[src/hdl/cantp_pkg.sv]
`timescale 1ns / 1ps
// ----------------------------------------------------------------------------
// CAN transport reassembly package
// Shared widths, frame and result codes, and the per-frame run plan type.
// ----------------------------------------------------------------------------
package cantp_pkg;

    localparam int ID_W     = 29;
    localparam int BYTE_W   = 8;
    localparam int LEN_W    = 12;
    localparam int KIND_W   = 2;
    localparam int SLOTS    = 8;
    localparam int SLOT_W   = 3;
    localparam int COUNT_W  = 4;

    localparam logic [3:0] TYPE_SINGLE = 4'h0;
    localparam logic [3:0] TYPE_FIRST  = 4'h1;
    localparam logic [3:0] TYPE_CONSEC = 4'h2;

    localparam logic [KIND_W-1:0] KIND_FLOW_CONTROL = 2'd0;
    localparam logic [KIND_W-1:0] KIND_SEGMENT      = 2'd1;
    localparam logic [KIND_W-1:0] KIND_SINGLE       = 2'd2;

    localparam logic [BYTE_W-1:0] FC_BYTE     = 8'h30;
    localparam logic [ID_W-1:0]   FC_ID_RESET = 29'h740;

    localparam logic [LEN_W-1:0] FF_PAYLOAD = 12'd6;
    localparam logic [LEN_W-1:0] CF_PAYLOAD = 12'd7;

    typedef logic [BYTE_W-1:0] byte_t;

    typedef struct packed {
        logic [ID_W-1:0] id;
        byte_t [SLOTS-1:0] bytes;
    } frame_t;

    typedef struct packed {
        logic [COUNT_W-1:0] count;
        logic               fc_first;
        logic               end_valid;
        logic [SLOT_W-1:0]  end_slot;
        logic [KIND_W-1:0]  kind;
        logic [ID_W-1:0]    ident;
        byte_t [SLOTS-1:0]  bytes;
        logic [LEN_W-1:0]   rem_next;
        logic [ID_W-1:0]    open_id_next;
    } plan_t;

endpackage

[src/hdl/cantp_decode.sv]
`timescale 1ns / 1ps
// ----------------------------------------------------------------------------
// Frame decoder
// Classifies one frame and builds the list of result bytes it causes,
// together with the next transport state.
// ----------------------------------------------------------------------------
module cantp_decode
    import cantp_pkg::*;
(
    input  frame_t           frame,
    input  logic [LEN_W-1:0] rem,
    input  logic [ID_W-1:0]  open_id,
    output plan_t            plan
);

    logic [3:0]       frame_type;
    logic [LEN_W-1:0] first_len;
    logic [LEN_W-1:0] first_take;
    logic [LEN_W-1:0] consec_take;

    assign frame_type  = frame.bytes[0][7:4];
    assign first_len   = {frame.bytes[0][3:0], frame.bytes[1]};
    assign first_take  = (first_len > FF_PAYLOAD) ? FF_PAYLOAD : first_len;
    assign consec_take = (rem > CF_PAYLOAD) ? CF_PAYLOAD : rem;

    always_comb
    begin
        plan              = '0;
        plan.kind         = KIND_SEGMENT;
        plan.ident        = frame.id;
        plan.rem_next     = rem;
        plan.open_id_next = open_id;
        case (frame_type)
            TYPE_FIRST:
            begin
                plan.count        = first_take[COUNT_W-1:0] + 4'd1;
                plan.fc_first     = 1'b1;
                plan.end_valid    = (first_len != '0) && (first_len <= FF_PAYLOAD);
                plan.end_slot     = first_len[SLOT_W-1:0];
                plan.rem_next     = first_len - first_take;
                plan.open_id_next = frame.id;
                for (int i = 1; i < SLOTS; i++)
                begin
                    plan.bytes[i] = frame.bytes[(i + 1) % SLOTS];
                end
            end
            TYPE_CONSEC:
            begin
                if (rem != '0)
                begin
                    plan.count     = consec_take[COUNT_W-1:0];
                    plan.ident     = open_id;
                    plan.end_valid = (rem <= CF_PAYLOAD);
                    plan.end_slot  = rem[SLOT_W-1:0] - 3'd1;
                    plan.rem_next  = rem - consec_take;
                    for (int i = 0; i < SLOTS - 1; i++)
                    begin
                        plan.bytes[i] = frame.bytes[i + 1];
                    end
                end
            end
            TYPE_SINGLE:
            begin
                plan.count     = 4'd8;
                plan.kind      = KIND_SINGLE;
                plan.end_valid = 1'b1;
                plan.end_slot  = 3'd7;
                plan.bytes     = frame.bytes;
            end
            default:
            begin
                plan.count = '0;
            end
        endcase
    end

endmodule

[config.mk]
export PLATFORM = sky130hd
export DESIGN_NAME = cantp_decode
export DESIGN_NICKNAME = d
export VERILOG_FILES = /design/src/hdl/cantp_pkg.sv /design/src/hdl/cantp_decode.sv
export SDC_FILE = /design/constraint.sdc
export NUM_CORES = 1
export LEC_CHECK = 0
export ABC_CLOCK_PERIOD_IN_PS = 8500
export BUFFER_PORTS_ARGS = -buffer_cell sky130_fd_sc_hd__buf_2
export CAP_MARGIN = 40
export CORE_AREA = 4 4 105 107
export DETAILED_ROUTE_END_ITERATION = 12
export DIE_AREA = 0 0 109 111
export RECOVER_POWER = 50
export SYNTH_ARGS = -nofsm -noshare
export SYNTH_HDL_FRONTEND = slang
export SYNTH_SLANG_ARGS = --single-unit
export TNS_END_PERCENT = 100
[constraint.sdc]
create_clock -name vclk -period 8.5
set_input_delay 2.55 -clock vclk [all_inputs]
set_output_delay 2.55 -clock vclk [all_outputs]
set_load 0.01 [all_outputs]
Word-level counts from Yosys, hierarchy flattened

Index checks and enable logic that the tools add are counted.

Register bits: 0
Bits in latches: 0
RAM bits: 0
Memory bits (read-only): 0
Input bits: 134
Output and inout port bits: 145
Memories kept: 0

Add/sub/neg operators: 4
$mul: 0
Div/mod/pow operators: 0
Magnitude comparators: 4
Equality and inequality tests: 2
Shift operators: 0
Multiplexer cells: 16
Bitwise logic cells: 0
Reductions and logical operators: 4

Operator list:

| operator                                             | number |
|---|---|
| one-hot mux 48 bit (3 select lines)                  | 1 |
| two-way mux 29 bit                                   | 3 |
| two-way mux 68 bit                                   | 1 |
| one-hot mux 8 bit (2 select lines)                   | 2 |
| > comparator 12 x 3 -> 1 bit, second input constant  | 2 |
| <= comparator 12 x 3 -> 1 bit, second input constant | 2 |
| two-way mux 12 bit                                   | 2 |
| one-hot mux 12 bit (2 select lines)                  | 1 |
| one-hot mux 4 bit (3 select lines)                   | 2 |
| nonzero test 12 bit                                  | 2 |
| subtractor 12 bit                                    | 2 |
| two-way mux 4 bit                                    | 2 |
| adder 4 x 1 -> 4 bit, second input constant          | 1 |
| == test 4 x 1 -> 1 bit, second input constant        | 1 |
| == test 4 x 2 -> 1 bit, second input constant        | 1 |
| zero test 4 bit                                      | 1 |
| subtractor 3 x 1 -> 3 bit, second input constant     | 1 |
| two-way mux 2 bit                                    | 1 |
| logical AND 1 bit                                    | 1 |
| two-way mux 1 bit                                    | 1 |

Depth between registers and ports, before layout

Gate-level depths: netlist (run 1).

Word-level depth: 5
Mapped depth: 9
Gate-level depth less buffers: 8

Worst setup path after synthesis (run 1)

Ideal clock, no wire load.

Path type: input port to output port
Start point: input port frame[11] in the netlist's numbering
End point: output port plan[33] in the netlist's numbering
Data arrival time: 4.259 ns
Slack: 1.691 ns
Stages: 9
Buffers on the path: 1
Path through: buf_2 -> nor3_2 -> nand3_1 -> nand2b_1 -> ha_1 -> nand4_1 -> nand3b_1 -> xnor2_1 -> a221o_2

RTL lines:

| item               | line               | source |
|---|---|---|
| start: declaration | cantp_decode.sv:10 | `input frame_t frame,` |
| end: declaration   | cantp_decode.sv:13 | `output plan_t plan` |

==> summary.txt, run 1 <==
Outcome
  – Status: finished clean

Timing
  – Max-slew violation count: 0
  – Fin crit period: 7.75 ns
  – RSZ-0062 raised after global routing: no
  – Crit share post-route: 91.2%
  – Worst setup margin: 0.748 ns
  – Final setup fails: 0
  – Setup TNS: 0 ns
  – Hold WS: 5.39 ns
  – Fmax: 129 MHz
  – Rel. slew slack: 23.3%
  – Worst slew pin tran: 1.15 ns
  – Final hold vios: 0

Global route
  – Vias in the first global route: 3,963
  – Gr usage total: 20.9%
  – Largest net degree at the start of global routing: 38
  – Met2 Resource Use GR: 40.3%
  – Grt ovf: 0
  – Met3 usage: 2.10%
  – First-pass GRT wire length: 20,400 um
  – GR peak layer: met2
  – Initial antenna violation count: 1
  – Met1 usage in global routing: 23.1%

Synthesis
  – Seq/Total Area, Yosys: 0%
  – Number of distinct library cells after synthesis: 49
  – Synth area leader: nand2_1
  – Mean Syn Cell Area: 5.44 um^2
  – Mapped Cells: 424
  – Cell area after synthesis: 0.00230 mm^2
  – Syn. warnings: 0
  – Syn nets: 563
  – Share of the synthesized area in the top cell type: 30.6%
  – Most area-consuming cells after synthesis: nand2_1 (31%), a22o_1 (20%), nor2_1 (3.9%), o21ai_0 (3.3%), ha_1 (2.7%)

Setup path
  – Critical Path Sink Type: output port
  – Slowest-stage cell, CP: nand2_1
  – CP delay by family, top: simple AND/OR/NAND/NOR gates
  – Startpoint types: input port
  – Worst setup path startpoint: frame[7]
  – CP Data Arrival Time: 5.20 ns
  – Max stage delay on crit path: 0.93 ns
  – Crit path max fanout: 33
  – Buf/Inv on CP: 3
  – Crit-path cells: buf_2, nor3_2, nand2_1, nand2_1, buf_4, a22o_1, buf_2
  – CP Class: input port to output port
  – WP data required: 5.95 ns

Min path
  – Hold Startpoint: frame[65]
  – HP Class: input port to output port

Drt
  – Drt initial violations: 278
  – Drt pass-1 iters: 5
  – Routed wire length: 14,100 um
  – Vias: 4,198
  – Post-route ant nets: 0
  – DRC: 0
  – Drt via density: 5.16
  – Routed WL per cell: 17.3 um

CTS
  – Setup Buffers After CTS: 0
  – Hold_buf cts: 0
  – CTS resizes: 0

Floorplanning
  – Full die area: 0.0121 mm^2
  – Starting density of the core: 22.7%
  – Ports: 279
  – Num rows: 37
  – Chip Height: 111 um
  – DIE WIDTH: 109 um
  – Core Footprint: 0.0101 mm^2

Finish
  – Layout overhead on the synthesized area: 59.8%
  – FF/Latch Area: 0 um^2
  – Nets: 818
  – Antenna Cells: 0
  – Cell area after layout: 0.00368 mm^2
  – Fraction of layout cells with a size suffix above 1: 34.3%
  – Sequential cells: 0
  – Clock buffers: 0

Power
  – Max VDD drop: 0.0000204 V
  – Pwr Total: 179 uW
  – Power Density: 48.7 mW/mm^2
  – Leak Pwr: 2.09 nW

Place
  – Placement Cell Area: 0.00377 mm^2
  – Port buffer count: 279
  – Placer Congestion: 0.984
  – Detailed Place HPWL: 11,900 um
  – Place WS: 0.774 ns

Run
  – Maxcap violations: 0
[final timing paths]
check | to | depth (start not counted)
worst max-delay path | plan[87] | 7
worst min-delay path | plan[1] | 4
[worst min-delay path, delay by kind of cell]
| family | cells | cell delay (ns) |
|---|---|---|
| buffers and inverters | 2 | 0.20 |
| and+or+nand+nor | 2 | 0.08 |
[placed cells by master, fill, tap and decap left out, drive strengths merged, types with 6 or more instances in the layout]
cell type  Yosys  routed
buf           19     220
nand2        190     190
clkbuf        13      65
a22o          52      52
nor2          25      25
o21ai         15      15
and3           9       9
nand3          9       9
nor3           9       9
inv            8       8
a21oi          7       7
xor2           6       6
[cells by family after synthesis]
kind of cell             count (synthesis)  share of synthesized area [%]
AO/OA/AOI/OAI                          105                           35.0
multiplexers                             4                           1.74
XOR/XNOR                                 9                           3.42
other                                    1                          0.163
AND/OR/NAND/NOR                        260                           49.2
buffers and inverters                   40                           7.76
adder cells (fa/ha/maj)                  5                           2.71
[power by group]
| part | internal, mW | switching, mW |
|---|---|---|
| combinational | 0.0720 | 0.107 |
| sequential | 0 | 0 |
| clock | 0 | 0 |
| total | 0.0720 | 0.107 |
[metal layers]
metal,wire [um],share of wire [%],up-vias
met5,13,0.092,-
li1,-,-,1995
met4,539,3.8,2
met1,5170,37,1908
met2,7120,50,260
met3,1260,9.0,33
[synthesized netlist by cell type, types with 5 or more instances]
| cell | n |
|---|---|
| nand2_1 | 188 |
| a22o_1 | 52 |
| nor2_1 | 24 |
| o21ai_0 | 15 |
| clkbuf_1 | 13 |
| buf_2 | 11 |
| and3_1 | 9 |
| nand3_1 | 9 |
| a21oi_1 | 7 |
| buf_1 | 6 |
| inv_1 | 6 |
| nor3_1 | 6 |
| xor2_1 | 6 |
| ha_1 | 5 |
| o211ai_1 | 5 |
[cell type report]
cell class         count  area [um^2]
fillers             1150         6450
multi-input cells    384         2130
repair buffers       285         1360
well taps            136          170
inverters              8         30.0
[metrics by stage]
| step | cells | util [%] |
|---|---|---|
| floorplan | 424 | - |
| global placement | 813 | 37.2 |
| detailed placement | 813 | 37.2 |
| CTS | 813 | 37.2 |
| global route | 813 | 36.3 |
| finish | 813 | 36.3 |
Power figures use the tool's default switching activity.
==> inputs of run 2 (changes only) <==
Settings changed: MAX_ROUTING_LAYER set to met4.
==> summary.txt, run 2 (same netlist as run 1, synthesis figures left out) <==
Outcome
  – Status: finished, violations left (was finished clean)
  – Failing checks: max-capacitance violations, max-slew violations

Global route
  – Initial antenna violation count: 0 (was 1)
  – Vias in the first global route: 3,937 (was 3,963)
  – First-pass GRT wire length: 20,900 um (was 20,400 um)
  – Gr usage total: 22.0% (was 20.9%)
  – Largest net degree at the start of global routing: 38 (unchanged)
  – Grt ovf: 0 (unchanged)

Run
  – Maxcap violations: 1 (was 0)

Power
  – Pint: 72.0 uW (about the same)
  – Leak Pwr: 2.09 nW (about the same)
  – Power Density: 48.8 mW/mm^2 (was 48.7 mW/mm^2)
  – Pwr Total: 180 uW (was 179 uW)
  – Sw Share: 59.9% (about the same)
  – Reg power frac: 0% (about the same)
  – Sw power: 108 uW (was 107 uW)
  – Comb pwr share: 100.0% (about the same)
  – Max VDD drop: 0.0000203 V (was 0.0000204 V)
  – Clk network pwr share: 0% (about the same)

Finish
  – Antenna Cells: 0 (unchanged)
  – Fraction of layout cells with a size suffix above 1: 34.1% (was 34.3%)
  – Fill cell count: 1,170 (was 1,150)
  – Sequential cells: 0 (unchanged)
  – FF/Latch Area: 0 um^2 (unchanged)
  – Layout Cells excl Fill: 814 (was 813)
  – Clock buffers: 0 (unchanged)
  – Commonest non-fill, non-tap cells in the layout: buf_2 (214), nand2_1 (188), clkbuf_1 (67) (was buf_2 (216), nand2_1 (189), clkbuf_1 (65))
  – Commonest non-fill, non-tap cell in the layout: buf_2 (unchanged)
  – Area of the multi-input gates: 0.00213 mm^2 (about the same)
  – Nets: 819 (was 818)
  – Layout overhead on the synthesized area: 59.9% (was 59.8%)

CTS
  – Setup Buffers After CTS: 0 (unchanged)
  – Hold_buf cts: 0 (unchanged)
  – CTS resizes: 0 (unchanged)

Place
  – Placer Congestion: 0.999 (was 0.984)
  – Port buffer count: 279 (unchanged)
  – Detailed Place HPWL: 11,900 um (about the same)
  – Place WS: 0.804 ns (was 0.774 ns)
  – Post-Place Cells: 814 (was 813)

Timing
  – Worst setup margin: 0.560 ns (was 0.748 ns)
  – Fmax: 126 MHz (was 129 MHz)
  – Final hold vios: 0 (unchanged)
  – Setup TNS: 0 ns (unchanged)
  – Max-slew violation count: 36 (was 0)
  – Final setup fails: 0 (unchanged)
  – Crit share post-route: 93.4% (was 91.2%)
  – Rel. slew slack: -2.30% (was 23.3%)
  – RSZ-0062 raised after global routing: no (unchanged)
  – Worst slew pin tran: 1.53 ns (was 1.15 ns)
  – Fin crit period: 7.94 ns (was 7.75 ns)

Drt
  – Drt via density: 5.13 (was 5.16)
  – DRC: 0 (unchanged)
  – Routed wire length: 14,200 um (was 14,100 um)
  – Drt pass-1 iters: 5 (unchanged)
  – Post-route ant nets: 0 (unchanged)
  – Routed WL per cell: 17.4 um (was 17.3 um)
  – Drt initial violations: 307 (was 278)
  – Vias: 4,177 (was 4,198)

Floorplanning
  – Num rows: 37 (unchanged)
  – Core Footprint: 0.0101 mm^2 (unchanged)
  – Starting density of the core: 22.7% (unchanged)
  – DIE WIDTH: 109 um (unchanged)
  – Ports: 279 (unchanged)
  – Full die area: 0.0121 mm^2 (unchanged)
  – Chip Height: 111 um (unchanged)

Setup path
  – Startpoint types: input port (unchanged)
  – CP Data Arrival Time: 5.39 ns (was 5.20 ns)
  – WP data required: 5.95 ns (about the same)
  – Crit path max fanout: 37 (was 33)
  – Critical Path Sink Type: output port (unchanged)
  – CP Class: input port to output port (unchanged)

Min path
  – HP Class: input port to output port (unchanged)
  – Hold Startpoint: open_id[21] (was frame[65])
  – Hold EP: plan[126] (was plan[1])
  – Hold depth: 4 (unchanged)
==> run 2: changes by cell type in the layout (fill, tap and decap cells not counted), sizes merged <==
cell	before	now
buf	220	219
clkbuf	65	67
==> run 2: routing by layer <==
layer | track usage, % | routed length [um] | part of all wire, % | vias up
li1 | - | - | - | 1999
met1 | 25.2 | 5230 | 37 | 1906
met2 | 40.8 | 7280 | 51 | 246
met3 | 1.11 | 1270 | 9.0 | 26
met4 | 5.64 | 412 | 2.9 | 0
met5 | - | 0 | 0 | -
==> run 2: cell type report <==
type	instances	area share, %
Multi-Input combinational cell	384	57.7
Timing Repair Buffer	286	36.9
Tap cell	136	4.62
Inverter	8	0.815
==> run 2: stage by stage <==
stage / instance area (um^2) / hold WS (ns) / utilization [%]
floorplan: 2300 / 5.21 / -
global placement: 3780 / 5.39 / 37.3
detailed placement: 3780 / 5.39 / 37.3
CTS: 3780 / 5.39 / 37.3
global route: 3690 / 5.41 / 36.4
finish: 3690 / 5.38 / 36.4
==> run 2: worst max-delay path by stage <==
stage / start / end / slack, ns
global route: frame[7] / plan[33] / 0.27
global placement: frame[7] / plan[33] / 0.89
CTS: frame[7] / plan[33] / 0.80
finish: frame[7] / plan[33] / 0.56
floorplan: frame[11] / plan[33] / 1.69
detailed placement: frame[7] / plan[33] / 0.80
==> run 2: critical path: stages <==
cell and delay [ns]:
buf_2 0.12, nor3_1 0.48, nand2_1 0.57, inv_2 0.69, nor2_1 0.26, a21o_1 0.22
a221o_2 0.34, buf_2 0.14
==> run 2: power by group through the flow <==
stage	Sequential [mW]	Combinational [mW]	Clock (mW)
2_1_floorplan	0	0.0855	0
3_3_place_gp	0	0.182	0
4_1_cts	0	0.184	0
6_report	0	0.180	0
3_5_place_dp	0	0.183	0
5_1_grt	0	0.196	0
==> inputs of run 3 (changes only) <==
Settings changed: REMOVE_ABC_BUFFERS set to 1.
==> summary.txt, run 3 (same netlist as run 1, synthesis figures left out) <==
Outcome
  – Status: finished, violations left (unchanged)
  – Failing checks: max-capacitance violations, max-slew violations (unchanged)

Timing
  – Worst setup margin: 0.667 ns (was 0.560 ns)
  – Fin crit period: 7.83 ns (was 7.94 ns)
  – Max-slew violation count: 27 (was 36)
  – Fmax: 128 MHz (was 126 MHz)
  – Final setup fails: 0 (unchanged)
  – Rel. slew slack: -7.87% (was -2.30%)
  – Worst slew pin tran: 1.61 ns (was 1.53 ns)
  – RSZ-0062 raised after global routing: no (unchanged)
  – Final hold vios: 0 (unchanged)
  – Setup TNS: 0 ns (unchanged)
  – Crit share post-route: 92.1% (was 93.4%)

Setup path
  – Crit path max fanout: 29 (was 37)
  – CP delay by family, top: simple AND/OR/NAND/NOR gates (unchanged)
  – CP Data Arrival Time: 5.28 ns (was 5.39 ns)
  – CP dominant cell by count: buf_2 (unchanged)
  – Startpoint types: input port (unchanged)
  – CP Class: input port to output port (unchanged)
  – Buf/Inv on CP: 3 (unchanged)
  – WP data required: 5.95 ns (about the same)
  – Crit-path cells: buf_2, or3_1, nor2_1, buf_4, a22o_1, buf_2 (was buf_2, nor3_1, nand2_1, inv_2, nor2_1, a21o_1, a221o_2, buf_2)
  – Slowest-stage cell, CP: nor2_1 (was inv_2)
  – Critical Path Sink Type: output port (unchanged)
  – Max stage delay on crit path: 1.25 ns (was 0.69 ns)

Finish
  – Commonest non-fill, non-tap cell in the layout: buf_2 (unchanged)
  – Commonest non-fill, non-tap cells in the layout: buf_2 (216), nand2_1 (188), clkbuf_1 (64) (was buf_2 (214), nand2_1 (188), clkbuf_1 (67))
  – Layout overhead on the synthesized area: 59.2% (was 59.9%)
  – FF/Latch Area: 0 um^2 (unchanged)
  – Layout Cells excl Fill: 813 (was 814)
  – Fraction of layout cells with a size suffix above 1: 34.0% (was 34.1%)
  – Nets: 817 (was 819)
  – Clock buffers: 0 (unchanged)
  – Sequential cells: 0 (unchanged)

Power
  – Power Density: 47.6 mW/mm^2 (was 48.8 mW/mm^2)
  – Max VDD drop: 0.0000231 V (was 0.0000203 V)
  – Pwr Total: 175 uW (was 180 uW)
  – Leak Pwr: 2.10 nW (was 2.09 nW)

Place
  – Place WS: 1.18 ns (was 0.804 ns)
  – Detailed Place HPWL: 10,700 um (was 11,900 um)
  – Port buffer count: 279 (unchanged)
  – Post-Place Cells: 812 (was 814)
  – Placer Congestion: 0.907 (was 0.999)

Global route
  – Met2 Resource Use GR: 35.6% (was 40.8%)
  – Vias in the first global route: 3,728 (was 3,937)
  – Largest net degree at the start of global routing: 50 (was 38)
  – Gr usage total: 19.7% (was 22.0%)
  – Initial antenna violation count: 1 (was 0)
  – Grt ovf: 0 (unchanged)
  – Met1 usage in global routing: 23.8% (was 25.2%)
  – GR peak layer: met2 (unchanged)
  – Met3 usage: 2.39% (was 1.11%)
  – First-pass GRT wire length: 19,300 um (was 20,900 um)

Run
  – Maxcap violations: 1 (unchanged)

Min path
  – HP Class: input port to output port (unchanged)

Floorplanning
  – Num rows: 37 (unchanged)
  – Chip Height: 111 um (unchanged)
  – DIE WIDTH: 109 um (unchanged)
  – Full die area: 0.0121 mm^2 (unchanged)
  – Ports: 279 (unchanged)
  – Core Footprint: 0.0101 mm^2 (unchanged)
  – Starting density of the core: 22.7% (unchanged)

CTS
  – Setup Buffers After CTS: 0 (unchanged)
  – CTS resizes: 0 (unchanged)
  – Hold_buf cts: 0 (unchanged)

Drt
  – DRC: 0 (unchanged)
  – Post-route ant nets: 0 (unchanged)
  – Routed WL per cell: 15.9 um (was 17.4 um)
  – Vias: 4,043 (was 4,177)
  – Drt pass-1 iters: 4 (was 5)
  – Routed wire length: 12,900 um (was 14,200 um)
  – Drt via density: 4.97 (was 5.13)
  – Drt initial violations: 193 (was 307)
-- run 3: final timing paths --
kind                      start        end  slack, ns  depth (start not counted)
worst max-delay path   frame[7]   plan[96]       0.67                          6
worst min-delay path  frame[87]  plan[128]       5.39                          4
-- run 3: cell type report --
class                           instances  area [um^2]
Timing Repair Buffer                  284         1350
Inverter                                8         30.0
Antenna cell                            1         2.50
Multi-Input combinational cell        384         2120
Tap cell                              136          170
Fill cell                            1180         6470
-- run 3: through the flow --
stage	utilization (%)	hold slack [ns]	cell area (um^2)
global placement	37.1	5.38	3760
detailed placement	37.1	5.39	3760
floorplan	-	5.15	2160
finish	36.2	5.39	3670
CTS	37.1	5.39	3760
global route	36.2	5.42	3670
-- run 3: per-layer routing --
layer  up-vias  wire (um)  part of all wire (%)
met3        10       1120                   8.7
met4         0        114                  0.88
met2       211       6520                    50
met1      1823       5160                    40
met5         -          0                     0
li1       1999          -                     -
-- run 3: power by group --
part	internal, mW	switching, mW
logic	0.0715	0.103
registers	0	0
clock network	0.0000000158	0
total	0.0715	0.103
